==> config.mk <==
export PLATFORM = sky130hd
export DESIGN_NAME = two_channel_block_averager
export DESIGN_NICKNAME = d
export VERILOG_FILES = /design/src/hdl/tcba_pkg.sv /design/src/hdl/two_channel_block_averager.sv
export VERILOG_INCLUDE_DIRS = /design/src /design/src/hdl
export SDC_FILE = /design/constraint.sdc
export NUM_CORES = 1
export LEC_CHECK = 0
export BUFFER_PORTS_ARGS = -buffer_cell sky130_fd_sc_hd__buf_4
export CORE_UTILIZATION = 67
export CTS_BUF_LIST = sky130_fd_sc_hd__clkbuf_4 sky130_fd_sc_hd__clkbuf_8
export CTS_CLUSTER_SIZE = 24
export DETAILED_ROUTE_END_ITERATION = 10
export PLACE_DENSITY = 0.92
export SKIP_CTS_REPAIR_TIMING = 1
export SLEW_MARGIN = 20
export SYNTH_ARGS = -nofsm -noshare
export SYNTH_HDL_FRONTEND = slang
export SYNTH_SLANG_ARGS = --single-unit
==> constraint.sdc <==
create_clock -name i_clk -period 16.89 [get_ports i_clk]
set_clock_uncertainty 0.1 [all_clocks]
set_input_delay 2.5335 -clock i_clk [delete_from_list [all_inputs] [get_ports i_clk]]
set_output_delay 2.5335 -clock i_clk [all_outputs]
set_load 0.02 [all_outputs]
==> src/hdl/two_channel_block_averager_assert.svh <==
// Assertion macros for the two-channel block averager.
`ifndef TWO_CHANNEL_BLOCK_AVERAGER_ASSERT_SVH
`define TWO_CHANNEL_BLOCK_AVERAGER_ASSERT_SVH
`ifndef SYNTHESIS
`define TCBA_ASSERT_IMPL(lbl, clk, rst_n, ante, cons, msg) \
    lbl: assert property (@(posedge clk) disable iff (!rst_n) (ante) |-> (cons)) \
        else $error(msg);
`define TCBA_ASSERT_NEXT(lbl, clk, rst_n, ante, cons, msg) \
    lbl: assert property (@(posedge clk) disable iff (!rst_n) (ante) |=> (cons)) \
        else $error(msg);
`else
`define TCBA_ASSERT_IMPL(lbl, clk, rst_n, ante, cons, msg)
`define TCBA_ASSERT_NEXT(lbl, clk, rst_n, ante, cons, msg)
`endif
`endif

==> src/hdl/tcba_pkg.sv <==
// Shared constants and types for the two-channel block averager.
package tcba_pkg;

    localparam int SAMPLE_BITS_DEF = 10;
    localparam int MAX_WINDOW_DEF  = 2000;
    localparam int FRAC_BITS_DEF   = 6;

    localparam int RES_W      = 16;
    localparam int CFG_IDX_W  = 2;
    localparam int CFG_DATA_W = 11;
    localparam int MODE_W     = 2;

    typedef logic [MODE_W-1:0]    t_mode;
    typedef logic [CFG_IDX_W-1:0] t_cfg_idx;

    localparam t_mode MODE_CH0        = 2'd0;
    localparam t_mode MODE_CH1        = 2'd1;
    localparam t_mode MODE_SWITCH_WIN = 2'd2;
    localparam t_mode MODE_SWITCH_SMP = 2'd3;

    localparam t_cfg_idx REG_MODE = 2'd0;
    localparam t_cfg_idx REG_WIN0 = 2'd1;
    localparam t_cfg_idx REG_WIN1 = 2'd2;

endpackage

==> src/hdl/two_channel_block_averager.sv <==
// Two-channel block averager with a shared restoring divider for the window average.
//
// channel  direction  handshake           payload
// in       sink       i_in_valid/o_in_stall   i_sample
// out      source     o_out_valid/i_out_stall o_channel, o_sum, o_count, o_average,
//                                             o_result_number
// cfg      sink       i_cfg_valid/o_cfg_ready i_cfg_index, i_cfg_data
//
// A non-closing item adds to its sum; the next may follow at once unless i_cfg_valid.
// A window-closing item loads the divider, which forms one average bit per cycle;
// the load state then moves the result to the result register. Input stalls meanwhile.
// The result register lets a new item enter while a result waits on o_out_valid;
// a second window result waits in the load state until that register drains.
// Reset is synchronous and active low; a configuration write clears all sums and counts.
module two_channel_block_averager #(
    parameter int  SAMPLE_BITS = tcba_pkg::SAMPLE_BITS_DEF,
    parameter int  MAX_WINDOW  = tcba_pkg::MAX_WINDOW_DEF,
    parameter int  FRAC_BITS   = tcba_pkg::FRAC_BITS_DEF,
    localparam int CNT_W       = $clog2(MAX_WINDOW + 1),
    localparam int SUM_W       = SAMPLE_BITS + CNT_W,
    localparam int AVG_W       = SAMPLE_BITS + FRAC_BITS
) (
    input  logic                            i_clk,
    input  logic                            i_rst_n,
    input  logic                            i_in_valid,
    output logic                            o_in_stall,
    input  logic [SAMPLE_BITS-1:0]          i_sample,
    output logic                            o_out_valid,
    input  logic                            i_out_stall,
    output logic                            o_channel,
    output logic [SUM_W-1:0]                o_sum,
    output logic [CNT_W-1:0]                o_count,
    output logic [AVG_W-1:0]                o_average,
    output logic [tcba_pkg::RES_W-1:0]      o_result_number,
    input  logic                            i_cfg_valid,
    output logic                            o_cfg_ready,
    input  logic [tcba_pkg::CFG_IDX_W-1:0]  i_cfg_index,
    input  logic [tcba_pkg::CFG_DATA_W-1:0] i_cfg_data
);

    `include "two_channel_block_averager_assert.svh"

    localparam int DVD_W  = SUM_W + FRAC_BITS;
    localparam int STEP_W = $clog2(AVG_W + 1);
    localparam int RES_W  = tcba_pkg::RES_W;

    localparam logic [1:0] S_IDLE = 2'd0;
    localparam logic [1:0] S_DIV  = 2'd1;
    localparam logic [1:0] S_OUT  = 2'd2;

    logic [1:0]          r_state, n_state;
    tcba_pkg::t_mode     r_mode, n_mode;
    logic [CNT_W-1:0]    r_win0, n_win0, r_win1, n_win1;
    logic                r_chan, n_chan;
    logic [SUM_W-1:0]    r_sum0, n_sum0, r_sum1, n_sum1;
    logic [CNT_W-1:0]    r_cnt0, n_cnt0, r_cnt1, n_cnt1;
    logic [RES_W-1:0]    r_res0, n_res0, r_res1, n_res1;
    logic [STEP_W-1:0]   r_step, n_step;
    logic                r_out_valid, n_out_valid;

    logic                r_div_chan;
    logic [SUM_W-1:0]    r_div_sum;
    logic [CNT_W-1:0]    r_div_cnt;
    logic [RES_W-1:0]    r_div_res;
    logic [CNT_W-1:0]    r_rem;
    logic [AVG_W-1:0]    r_quo;

    logic                r_out_chan;
    logic [SUM_W-1:0]    r_out_sum;
    logic [CNT_W-1:0]    r_out_cnt;
    logic [AVG_W-1:0]    r_out_avg;
    logic [RES_W-1:0]    r_out_res;

    logic                w_acc;
    logic                w_cfg;
    logic                w_load;
    logic [SUM_W-1:0]    w_cur_sum, w_new_sum;
    logic [CNT_W-1:0]    w_cur_cnt, w_new_cnt, w_cur_win;
    logic [RES_W-1:0]    w_cur_res, w_new_res;
    logic                w_done;
    logic [DVD_W-1:0]    w_dvd;
    logic [CNT_W:0]      w_trial, w_diff;
    logic                w_ge;
    logic [CNT_W-1:0]    w_rem_next;
    logic [31:0]         w_cfg_val;
    logic [CNT_W-1:0]    w_win_clamp;

    assign o_cfg_ready = (r_state == S_IDLE);
    assign o_in_stall  = (r_state != S_IDLE) | i_cfg_valid;
    assign w_acc       = i_in_valid & ~o_in_stall;
    assign w_cfg       = i_cfg_valid & o_cfg_ready;
    assign w_load      = (r_state == S_OUT) & ~(r_out_valid & i_out_stall);

    assign w_cur_sum = r_chan ? r_sum1 : r_sum0;
    assign w_cur_cnt = r_chan ? r_cnt1 : r_cnt0;
    assign w_cur_win = r_chan ? r_win1 : r_win0;
    assign w_cur_res = r_chan ? r_res1 : r_res0;
    assign w_new_sum = w_cur_sum + SUM_W'(i_sample);
    assign w_new_cnt = w_cur_cnt + CNT_W'(1);
    assign w_new_res = w_cur_res + RES_W'(1);
    assign w_done    = (w_new_cnt >= w_cur_win);
    assign w_dvd     = DVD_W'(w_new_sum) << FRAC_BITS;

    assign w_trial    = {r_rem, r_quo[AVG_W-1]};
    assign w_ge       = (w_trial >= {1'b0, r_div_cnt});
    assign w_diff     = w_trial - {1'b0, r_div_cnt};
    assign w_rem_next = w_ge ? w_diff[CNT_W-1:0] : w_trial[CNT_W-1:0];

    assign w_cfg_val   = 32'(i_cfg_data);
    assign w_win_clamp = (w_cfg_val == 32'd0) ? CNT_W'(1) :
                         (w_cfg_val > 32'(MAX_WINDOW)) ? CNT_W'(MAX_WINDOW) :
                         CNT_W'(w_cfg_val);

    always_comb begin
        n_state     = r_state;
        n_mode      = r_mode;
        n_win0      = r_win0;
        n_win1      = r_win1;
        n_chan      = r_chan;
        n_sum0      = r_sum0;
        n_sum1      = r_sum1;
        n_cnt0      = r_cnt0;
        n_cnt1      = r_cnt1;
        n_res0      = r_res0;
        n_res1      = r_res1;
        n_step      = r_step;
        n_out_valid = r_out_valid & i_out_stall;

        if (w_cfg) begin
            unique case (i_cfg_index)
                tcba_pkg::REG_MODE: n_mode = i_cfg_data[tcba_pkg::MODE_W-1:0];
                tcba_pkg::REG_WIN0: n_win0 = w_win_clamp;
                tcba_pkg::REG_WIN1: n_win1 = w_win_clamp;
                default: ;
            endcase
            n_chan = (n_mode == tcba_pkg::MODE_CH1);
            n_sum0 = '0;
            n_sum1 = '0;
            n_cnt0 = '0;
            n_cnt1 = '0;
            n_res0 = '0;
            n_res1 = '0;
        end

        unique case (r_state)
            S_IDLE: begin
                if (w_acc) begin
                    if (w_done) begin
                        n_state = S_DIV;
                        n_step  = '0;
                        if (r_chan) begin
                            n_sum1 = '0;
                            n_cnt1 = '0;
                            n_res1 = w_new_res;
                        end else begin
                            n_sum0 = '0;
                            n_cnt0 = '0;
                            n_res0 = w_new_res;
                        end
                        if (r_mode == tcba_pkg::MODE_SWITCH_WIN) begin
                            n_chan = ~r_chan;
                        end
                    end else begin
                        if (r_chan) begin
                            n_sum1 = w_new_sum;
                            n_cnt1 = w_new_cnt;
                        end else begin
                            n_sum0 = w_new_sum;
                            n_cnt0 = w_new_cnt;
                        end
                    end
                    if (r_mode == tcba_pkg::MODE_SWITCH_SMP) begin
                        n_chan = ~r_chan;
                    end
                end
            end
            S_DIV: begin
                n_step = r_step + STEP_W'(1);
                if (r_step == STEP_W'(AVG_W - 1)) begin
                    n_state = S_OUT;
                end
            end
            S_OUT: begin
                if (w_load) begin
                    n_out_valid = 1'b1;
                    n_state     = S_IDLE;
                end
            end
            default: n_state = S_IDLE;
        endcase
    end

    always_ff @(posedge i_clk) begin
        if (!i_rst_n) begin
            r_state     <= S_IDLE;
            r_mode      <= tcba_pkg::MODE_SWITCH_WIN;
            r_win0      <= CNT_W'(1);
            r_win1      <= CNT_W'(1);
            r_chan      <= 1'b0;
            r_sum0      <= '0;
            r_sum1      <= '0;
            r_cnt0      <= '0;
            r_cnt1      <= '0;
            r_res0      <= '0;
            r_res1      <= '0;
            r_step      <= '0;
            r_out_valid <= 1'b0;
        end else begin
            r_state     <= n_state;
            r_mode      <= n_mode;
            r_win0      <= n_win0;
            r_win1      <= n_win1;
            r_chan      <= n_chan;
            r_sum0      <= n_sum0;
            r_sum1      <= n_sum1;
            r_cnt0      <= n_cnt0;
            r_cnt1      <= n_cnt1;
            r_res0      <= n_res0;
            r_res1      <= n_res1;
            r_step      <= n_step;
            r_out_valid <= n_out_valid;
        end
    end

    always_ff @(posedge i_clk) begin
        if ((r_state == S_IDLE) && w_acc && w_done) begin
            r_div_chan <= r_chan;
            r_div_sum  <= w_new_sum;
            r_div_cnt  <= w_new_cnt;
            r_div_res  <= w_new_res;
            r_rem      <= w_dvd[DVD_W-1:AVG_W];
            r_quo      <= w_dvd[AVG_W-1:0];
        end else if (r_state == S_DIV) begin
            r_rem <= w_rem_next;
            r_quo <= {r_quo[AVG_W-2:0], w_ge};
        end
        if (w_load) begin
            r_out_chan <= r_div_chan;
            r_out_sum  <= r_div_sum;
            r_out_cnt  <= r_div_cnt;
            r_out_avg  <= r_quo;
            r_out_res  <= r_div_res;
        end
    end

    assign o_out_valid     = r_out_valid;
    assign o_channel       = r_out_chan;
    assign o_sum           = r_out_sum;
    assign o_count         = r_out_cnt;
    assign o_average       = r_out_avg;
    assign o_result_number = r_out_res;

    `TCBA_ASSERT_IMPL(a_div_nonzero, i_clk, i_rst_n, r_state == S_DIV, r_div_cnt != '0, "divisor is zero")
    `TCBA_ASSERT_IMPL(a_cnt_below_win, i_clk, i_rst_n, r_state == S_IDLE, (r_cnt0 < r_win0) && (r_cnt1 < r_win1), "count reached window while idle")
    `TCBA_ASSERT_NEXT(a_win_clears, i_clk, i_rst_n, (r_state == S_IDLE) && w_acc && w_done, (r_state == S_DIV) && (((r_div_chan == 1'b1) && (r_cnt1 == '0)) || ((r_div_chan == 1'b0) && (r_cnt0 == '0))), "closed window not cleared")
    `TCBA_ASSERT_IMPL(a_out_from_load, i_clk, i_rst_n, $rose(o_out_valid), $past(r_state) == S_OUT, "result shown without divider load")

endmodule
==> results.ini, run 1 <==
[outcome]
status = complete, no violations

[synthesis]
ys_warn_count = 0
netlist_instances = 1154
syn_area_um2 = 12300
synth.avg_cell_area_um2 = 10.7
synthArstFlopShare_pct = 0
netlist_top_cells_count = 135 x dfxtp_1, 135 x edfxtp_1, 115 x nor2_1, 92 x nand2_1, 71 x a21oi_1
synth_flop_cell = edfxtp_1
synth_seq_cells = 270
synth_edf_count = 135
synth.top_cell.area_share_pct = 32.9
synth_top_area_cell = edfxtp_1
ys_types = 71
syn_nets = 1220
ys_seq_area_share_pct = 54.9
synthTopCellsByArea = edfxtp_1 33%, dfxtp_1 22%, ha_1 3.7%

[floorplan]
core_um2 = 18000
num_rows = 49
dieHeight_um = 138
io_pins = 96
initial_core_util_pct = 68.5
die_area_um2 = 18900
die_w_um = 138

[sta]
maxSlewViolCount = 0
final.period_utilization_pct = 33.7
relSlewSlack_pct = 34.0
finalCriticalPeriod_ns = 5.70
rsz0062_at_grt = no
tns_ns = 0
worst_slew_pin_slew_ns = 0.988
setup_ws_ns = 11.19
setup_viol_count_final = 0
hold_viol_final = 0
fmax_ghz = 0.176

[drt]
wirelength_um = 29400
drt-pass1-iter-count = 6
drc_errors = 0
routedWlPerCell_um = 19.6
vias = 9651
drtAntennaViolNets = 0
drt_iter0_drc = 1198
viasPerCell = 6.42

[clocking]
clock-root-buffer = clkbuf_8
clk_latency_ns = 0.55
cts_tree = built
h-tree-depth = 2
cts_buffers = 42
clk_pin_slew_ns = 0.06
clock-sinks = 270
clk_path_buf_depth = 3

[finish]
nets = 1308
antenna_cells = 0
n_fill_cell = 1062
area_delta_synth_final_pct = 14.1
final_layout_size_suffix_gt1_share_pct = 17.5
final_core_util_pct = 78.2

[critical_path]
crit_family = buffers and inverters
crit_slowest_cell = nor3_2
crit_arrival_ns = 3.06
crit_path_end_kind = primary output
cp_num_buf_inv = 3
required_ns = 14.26
cpPeakStageDelay_ns = 0.18
start_kind = primary input
path_class = primary input to primary output
crit_top_cell = buf_4
path_max_fanout = 6
path_cells = buf_4 > nor3_2 > inv_1 > buf_4

[pwr]
peakVddDrop_mv = 0.0746
p_per_area_nw_per_um2 = 109
leakagePower_nw = 5.15

[grt]
overflow = 0
antenna_found_initial = 0
track_usage_pct = 31.5
grt_max_degree = 88
grt_pass1_vias = 9352
grt_pass1_wl_um = 46200

[worst_hold_path]
min-delay-path-class = flop to flop

[place]
dp_slack_ns = 11.21
dp_hpwl_um = 18400
place_congestion = 0.926
io_buffers = 95

[run]
drv_cap = 0

[per-stage QoR]
stage / hold WS, ns / instances / instance area (um2) / total power, mW
after CTS: 0.318 / 1502 / 14000 / 1.53
final: 0.322 / 1503 / 14000 / 1.53
after floorplan: 0.300 / 1154 / 12300 / 0.900
after detailed placement: 0.305 / 1426 / 13100 / 0.954
after global routing: 0.324 / 1503 / 14000 / 1.58
after global placement: 0.302 / 1426 / 13100 / 0.941
[logic make-up (layout without fill, tap and decap cells)]
group | Yosys count | in the layout | synth area share [%]
and+or+nand+nor | 380 | 380 | 14.9
muxes | 57 | 57 | 4.81
xor gates and xnor gates | 54 | 54 | 3.84
buffers and inverters | 101 | 221 | 3.44
DFF | 270 | 270 | 54.9
AOI/OAI and AO/OA | 254 | 254 | 14.2
adders and majority gates | 38 | 38 | 3.98
[flip-flops by register name, summed over array words and instances, names as in the netlist]
name	cells
o_average	16
o_channel	1
o_count	11
o_out_valid	1
o_result_number	16
o_sum	21
r_chan	1
r_cnt0	11
r_cnt1	11
r_div_chan	1
r_div_cnt	11
r_div_res	16
r_div_sum	21
r_mode	2
r_quo	16
r_rem	11
r_res0	16
r_res1	16
r_state	2
r_step	5
r_sum0	21
r_sum1	21
r_win0	11
r_win1	11
[worst paths after layout]
kind / startpoint / to / slack (ns) / cells past startpoint
setup / recovery: i_cfg_valid / o_in_stall / 11.19 / 4
hold / removal: r_div_sum[3] / o_sum[3] / 0.32 / 0
hold reg to reg: r_div_sum[3] / o_sum[3] / 0.32 / 0
setup reg to reg: r_chan / r_rem[0] / 11.45 / 16
[layer usage]
layer  global-route usage (%)  routed length, um  up-vias
met1                     40.3              11200     4604
met2                     52.5              14400      535
met3                     6.03               2780      107
met5                        0                  0        -
met4                     12.9               1010        0
li1                         -                  -     4405
[worst register-to-register path: stages, from the launching register on]
cell and delay [ns]:
dfxtp_4 0.80, mux2i_1 0.25, inv_1 0.12, ha_1 0.18
inv_1 0.06, a211oi_2 0.29, nand3_1 0.19, xnor2_1 0.32
inv_1 0.10, ha_1 0.37, a2111oi_4 0.33, o211a_4 0.24
or3_1 0.68, inv_2 0.10, buf_4 0.44, a211oi_1 0.49
a21oi_1 0.10
[final cells by class]
| cell class | instances | area, um2 | area share (%) |
|---|---|---|---|
| Timing Repair Buffer | 104 | 788 | 5.61 |
| Clock buffer | 70 | 838 | 5.97 |
| Tap cell | 229 | 287 | 2.04 |
| Sequential cell | 270 | 6760 | 48.1 |
| Clock inverter | 6 | 57.6 | 0.410 |
| Multi-Input combinational cell | 783 | 5160 | 36.7 |
| Inverter | 41 | 154 | 1.10 |
[cell usage in the layout, fill, tap and decap left out, types with 8 or more instances in the layout]
cell type	instances
inv_1	39
xor2_1	21
nor3_1	8
clkbuf_4	20
xnor2_1	33
nand3_1	69
mux2i_1	40
nand2_1	91
edfxtp_1	135
nand2b_1	8
a22o_1	9
nor2_1	115
dfxtp_1	134
nand3b_1	13
nor2b_1	14
ha_1	36
a31oi_1	15
buf_4	103
a22oi_1	47
or3_1	13
clkbuf_8	50
o21a_1	19
o21ai_0	31
mux2_2	17
a21oi_1	70
o211ai_1	11
nand4_1	11
[power breakdown]
part           internal (mW)  switching (mW)  total (mW)
Combinational         0.0732           0.133       0.206
Clock                  0.328           0.248       0.576
Sequential             0.727          0.0227       0.750
Note: power is estimated with default switching activity, not from simulation.
==> run 2: changes to the inputs <==
- CORE_UTILIZATION: 67 -> 62
- PLACE_DENSITY: 0.92 -> 0.86
- clock period: 16.89 -> 5.8 ns (I/O delays scaled with it)
==> results.ini, run 2 (synthesis results as in run 1) <==
[floorplan]
num_rows = 51  ; +4.1%
initial_core_util_pct = 63.3  ; -5.3 points
dieHeight_um = 143  ; +3.9%
die_area_um2 = 20400  ; +7.9%
io_pins = 96  ; unchanged
die_w_um = 143  ; +3.9%
core_um2 = 19500  ; +8.3%

[place]
dp.cells = 1466  ; +2.8%
place_congestion = 0.867  ; -6.3%
dp_hpwl_um = 17700  ; -3.5%
io_buffers = 95  ; unchanged
dp_slack_ns = 0.874  ; -10.33 ns
placed_cell_area_um2 = 13200  ; +0.62%

[sta]
finalCriticalPeriod_ns = 4.95
setup_ws_ns = 0.852  ; -10.34 ns
final.period_utilization_pct = 85.3
tns_ns = 0  ; unchanged
worst_slew_pin_slew_ns = 0.912  ; -0.0752 ns
hold_viol_final = 0  ; unchanged
rsz0062_at_grt = no
fmax_ghz = 0.202
relSlewSlack_pct = 39.2  ; +5.2 points
maxSlewViolCount = 0  ; unchanged
setup_viol_count_final = 0  ; unchanged

[pwr]
total_power_mw = 4.38  ; +190%
p_per_area_nw_per_um2 = 311  ; +190%
peakVddDrop_mv = 0.172  ; +130%
leakagePower_nw = 5.15  ; about the same

[drt]
drc_errors = 0  ; unchanged
vias = 9235  ; -4.3%
drt_iter0_drc = 807  ; -33%
drt-pass1-iter-count = 5  ; -1
viasPerCell = 5.98  ; -6.9%
wirelength_um = 26800  ; -8.8%
routedWlPerCell_um = 17.4  ; -11%
drtAntennaViolNets = 0  ; unchanged

[clocking]
clk_pin_slew_ns = 0.07  ; about the same
h-tree-depth = 2  ; unchanged
clock-root-buffer = clkbuf_8
clk_latency_ns = 0.55  ; about the same
clk_path_buf_depth = 3  ; unchanged
clock-sinks = 270  ; unchanged
cts_buffers = 42  ; unchanged
cts_tree = built

[grt]
overflow = 0  ; unchanged
grt_pass1_vias = 8566  ; -8.4%
grt_pass1_wl_um = 42800  ; -7.3%
grt_max_degree = 72  ; -18%
track_usage_pct = 26.7  ; -4.9 points
antenna_found_initial = 0  ; unchanged

[critical_path]
r2r_cells = 17  ; +1
path_max_fanout = 71  ; +65
r2r_setup_slack_ns = 0.85  ; -10.60 ns
start_kind = flop
path_class = flop to flop
required_ns = 5.99  ; -8.27 ns
crit_arrival_ns = 5.14  ; +2.08 ns
crit_path_end_kind = flop
timing.rr.end = r_rem[10]
r2r-start = r_chan

[worst_hold_path]
whs_endpoint = o_result_number[9]
whs_path_depth = 0  ; unchanged
min-delay-path-class = flop to flop
hp-start = r_div_res[9]

[finish]
layout.cells.non_filler = 1544  ; +2.7%
n_fill_cell = 1350  ; +27%
multi_input_area_um2 = 5160  ; about the same
final_layout_size_suffix_gt1_share_pct = 17.0  ; -0.54 points
seq_area_um2 = 6760  ; unchanged
design_area_um2 = 14100  ; +0.30%
nets = 1311  ; +0.23%
layout_common_cells = 135 x edfxtp_1, 134 x dfxtp_1, 115 x nor2_1, 107 x buf_4, 92 x nand2_1
antenna_cells = 0  ; unchanged
layout_commonest_cell = edfxtp_1
area_delta_synth_final_pct = 14.4

[run]
drv_cap = 0  ; unchanged

[outcome]
status = complete, no violations

[run 2: routing by layer]
metal	GRT usage (%)	share of wire, %	vias up
li1	-	-	4399
met1	36.8	44	4407
met2	43.1	46	383
met3	4.69	8.2	46
met4	7.92	1.6	0
met5	0	0	-
[run 2: power breakdown]
group          switching, mW  internal [mW]  total [mW]
combinational          0.354          0.214       0.568
clock                  0.715          0.921        1.64
sequential            0.0610           2.12        2.18
total                   1.13           3.25        4.38
[run 2: worst max-delay path by stage]
stage / start / end / slack (ns) / depth (start not counted)
detailed placement: r_chan / r_rem[10] / 0.87 / 17
floorplan: r_chan / r_rem[0] / 0.77 / 22
global placement: r_chan / r_rem[10] / 1.09 / 17
global route: r_chan / r_rem[10] / 0.40 / 17
CTS: r_chan / r_rem[10] / 0.87 / 17
finish: r_chan / r_rem[10] / 0.85 / 17
[run 2: area by class of cell]
type / count / area share, %
clock buffer: 60 / 5.28
clock inverter: 18 / 0.959
inverter: 41 / 1.10
multi-input combinational: 783 / 36.6
sequential: 270 / 48.0
tap: 265 / 2.35
timing repair buffer: 107 / 5.70
[run 2: critical path: stages (launching register included)]
cell,delay (ns)
dfxtp_4,0.83
mux2i_1,0.21
inv_1,0.14
ha_1,0.21
inv_1,0.08
a211oi_2,0.28
nand3_1,0.14
xnor2_1,0.27
inv_1,0.12
ha_1,0.37
nand3_1,0.09
o21a_1,0.25
or3_1,0.31
buf_4,0.23
inv_2,0.08
buf_4,0.68
or3_1,0.23
o2bb2ai_1,0.06
[run 2: through the flow]
step | utilization [%] | hold slack (ns)
floorplan | - | 0.300
global placement | 67.8 | 0.302
detailed placement | 67.9 | 0.305
CTS | 72.4 | 0.311
global route | 72.4 | 0.324
finish | 72.4 | 0.314
==> run 3: changes to the inputs <==
- CORE_UTILIZATION: 62 -> 56
- PLACE_DENSITY: 0.86 -> 0.82
- clock period: 5.8 -> 4.3 ns (I/O delays scaled with it)
==> results.ini, run 3 (synthesis results as in run 1) <==
[floorplan]
die_area_um2 = 22600  ; +11%
die_w_um = 150  ; +5.1%
initial_core_util_pct = 57.8  ; -5.4 points
io_pins = 96  ; unchanged
core_um2 = 21300  ; +9.4%
dieHeight_um = 150  ; +5.1%
num_rows = 53  ; +3.9%

[place]
placed_cell_area_um2 = 13300  ; +1.1%
place_congestion = 0.886  ; +2.1%
dp.cells = 1486  ; +1.4%
io_buffers = 95  ; unchanged
dp_hpwl_um = 18300  ; +3.0%

[sta]
finalCriticalPeriod_ns = 3.93  ; -1.02 ns
worst_slew_pin_slew_ns = 0.871  ; -0.0414 ns
final.period_utilization_pct = 91.5  ; +6.1 points
relSlewSlack_pct = 41.8  ; +2.7 points
setup_viol_count_final = 0  ; unchanged
fmax_ghz = 0.254  ; +26%
tns_ns = 0  ; unchanged
maxSlewViolCount = 0  ; unchanged
rsz0062_at_grt = no
hold_viol_final = 0  ; unchanged

[drt]
drc_errors = 0  ; unchanged
drtAntennaViolNets = 0  ; unchanged
viasPerCell = 5.87  ; -1.9%
drt-pass1-iter-count = 5  ; unchanged
routedWlPerCell_um = 17.4  ; +0.25%
vias = 9187  ; -0.52%
wirelength_um = 27300  ; +1.7%
drt_iter0_drc = 709  ; -12%

[clocking]
cts_buffers = 43  ; +2.4%
clock-root-buffer = clkbuf_8
cts_tree = built
h-tree-depth = 2  ; unchanged
clk_path_buf_depth = 3  ; unchanged
clk_latency_ns = 0.55  ; about the same
clk_pin_slew_ns = 0.06  ; about the same
clock-sinks = 270  ; unchanged

[finish]
area_delta_synth_final_pct = 15.8
layout_common_cells = 135 x edfxtp_1, 134 x dfxtp_1, 115 x buf_4, 114 x nor2_1, 92 x nand2_1
layout.cells.non_filler = 1566  ; +1.4%
final_layout_size_suffix_gt1_share_pct = 18.6  ; +1.6 points
design_area_um2 = 14300  ; +1.2%
antenna_cells = 0  ; unchanged
final_core_util_pct = 67.0  ; -5.4 points
layout_commonest_cell = edfxtp_1
nets = 1322  ; +0.84%

[grt]
grt_pass1_wl_um = 44000  ; +2.8%
grt_max_degree = 87  ; +21%
grt_pass1_vias = 8790  ; +2.6%
track_usage_pct = 24.8  ; -1.9 points
overflow = 0  ; unchanged
antenna_found_initial = 0  ; unchanged

[critical_path]
path_max_fanout = 14  ; -80%
start_kind = flop
crit_slowest_cell = or4_1
r2r_cells = 16  ; -1
crit_family = simple AND/OR/NAND/NOR gates
path_depth = 16  ; -1
path_class = flop to flop
crit_arrival_ns = 4.22  ; -0.92 ns
cp_num_buf_inv = 2  ; -4
cpPeakStageDelay_ns = 0.70  ; -0.13 ns
required_ns = 4.59  ; -1.40 ns
path_cells = mux2i_1 > inv_1 > ha_2 > inv_1 > a211oi_2 > nand2_1 > xor2_1 > mux2i_1 > ha_1 > and4_1 > a21oi_1 > o211a_4 > or4_1 > and2_1 > o21ai_0 > a21oi_1
crit_path_end_kind = flop

[pwr]
leakagePower_nw = 5.22  ; +1.3%
peakVddDrop_mv = 0.226  ; +31%
p_per_area_nw_per_um2 = 419  ; +35%

[run]
drv_cap = 0  ; unchanged

[worst_hold_path]
min-delay-path-class = primary input to flop
whs_path_depth = 3  ; +3

[outcome]
status = complete, no violations

## run 3: changes by cell type in the layout (fill, tap and decap cells not counted), sizes merged
cell	delta
clkbuf	+11
buf	+10
clkinv	-9
clkinvlp	+2
bufinv	-1
inv	-1
## run 3: path summary, 6_finish.rpt
kind	startpoint	to	slack, ns
setup / recovery	r_chan	r_res0[8]	0.37
hold / removal	i_cfg_data[10]	r_win0[10]	0.26
hold reg to reg	r_div_sum[5]	o_sum[5]	0.32
setup reg to reg	r_chan	r_res0[8]	0.37
## run 3: layout make-up
class	count	area, um2
fillers	1585	7030
flip-flops and latches	270	6760
multi-input cells	783	5180
repair buffers	117	903
clock buffers	71	840
well taps	275	344
inverters	41	158
clock inverters	9	70.1
## run 3: report_power, final
part	internal (mW)	switching (mW)	leakage, nW
registers	2.85	0.0657	2.34
clock network	1.29	0.965	0.484
logic	0.302	0.497	2.40
## run 3: worst reg2reg max path, cell delays in order, from the launching register on
cell and delay [ns]:
dfxtp_4 0.39, mux2i_1 0.15, inv_1 0.10, ha_2 0.20
inv_1 0.07, a211oi_2 0.32, nand2_1 0.11, xor2_1 0.15
mux2i_1 0.29, ha_1 0.24, and4_1 0.18, a21oi_1 0.05
o211a_4 0.17, or4_1 0.70, and2_1 0.31, o21ai_0 0.18
a21oi_1 0.08
## run 3: per-stage QoR
stage                     setup WS (ns)  hold slack [ns]  power [mW]
after global placement            0.514            0.302        3.73
after floorplan                  0.0202            0.300        3.55
after CTS                         0.383            0.246        6.00
after global routing              0.119            0.248        6.22
after detailed placement          0.450            0.305        3.76
final                             0.367            0.265        5.98
## run 3: per-layer routing
layer	vias up	global-route usage, %	routed length (um)
met5	-	0	0
met4	0	8.79	547
met3	49	4.82	1890
met2	353	40.2	12800
met1	4353	33.0	12000
li1	4432	-	-
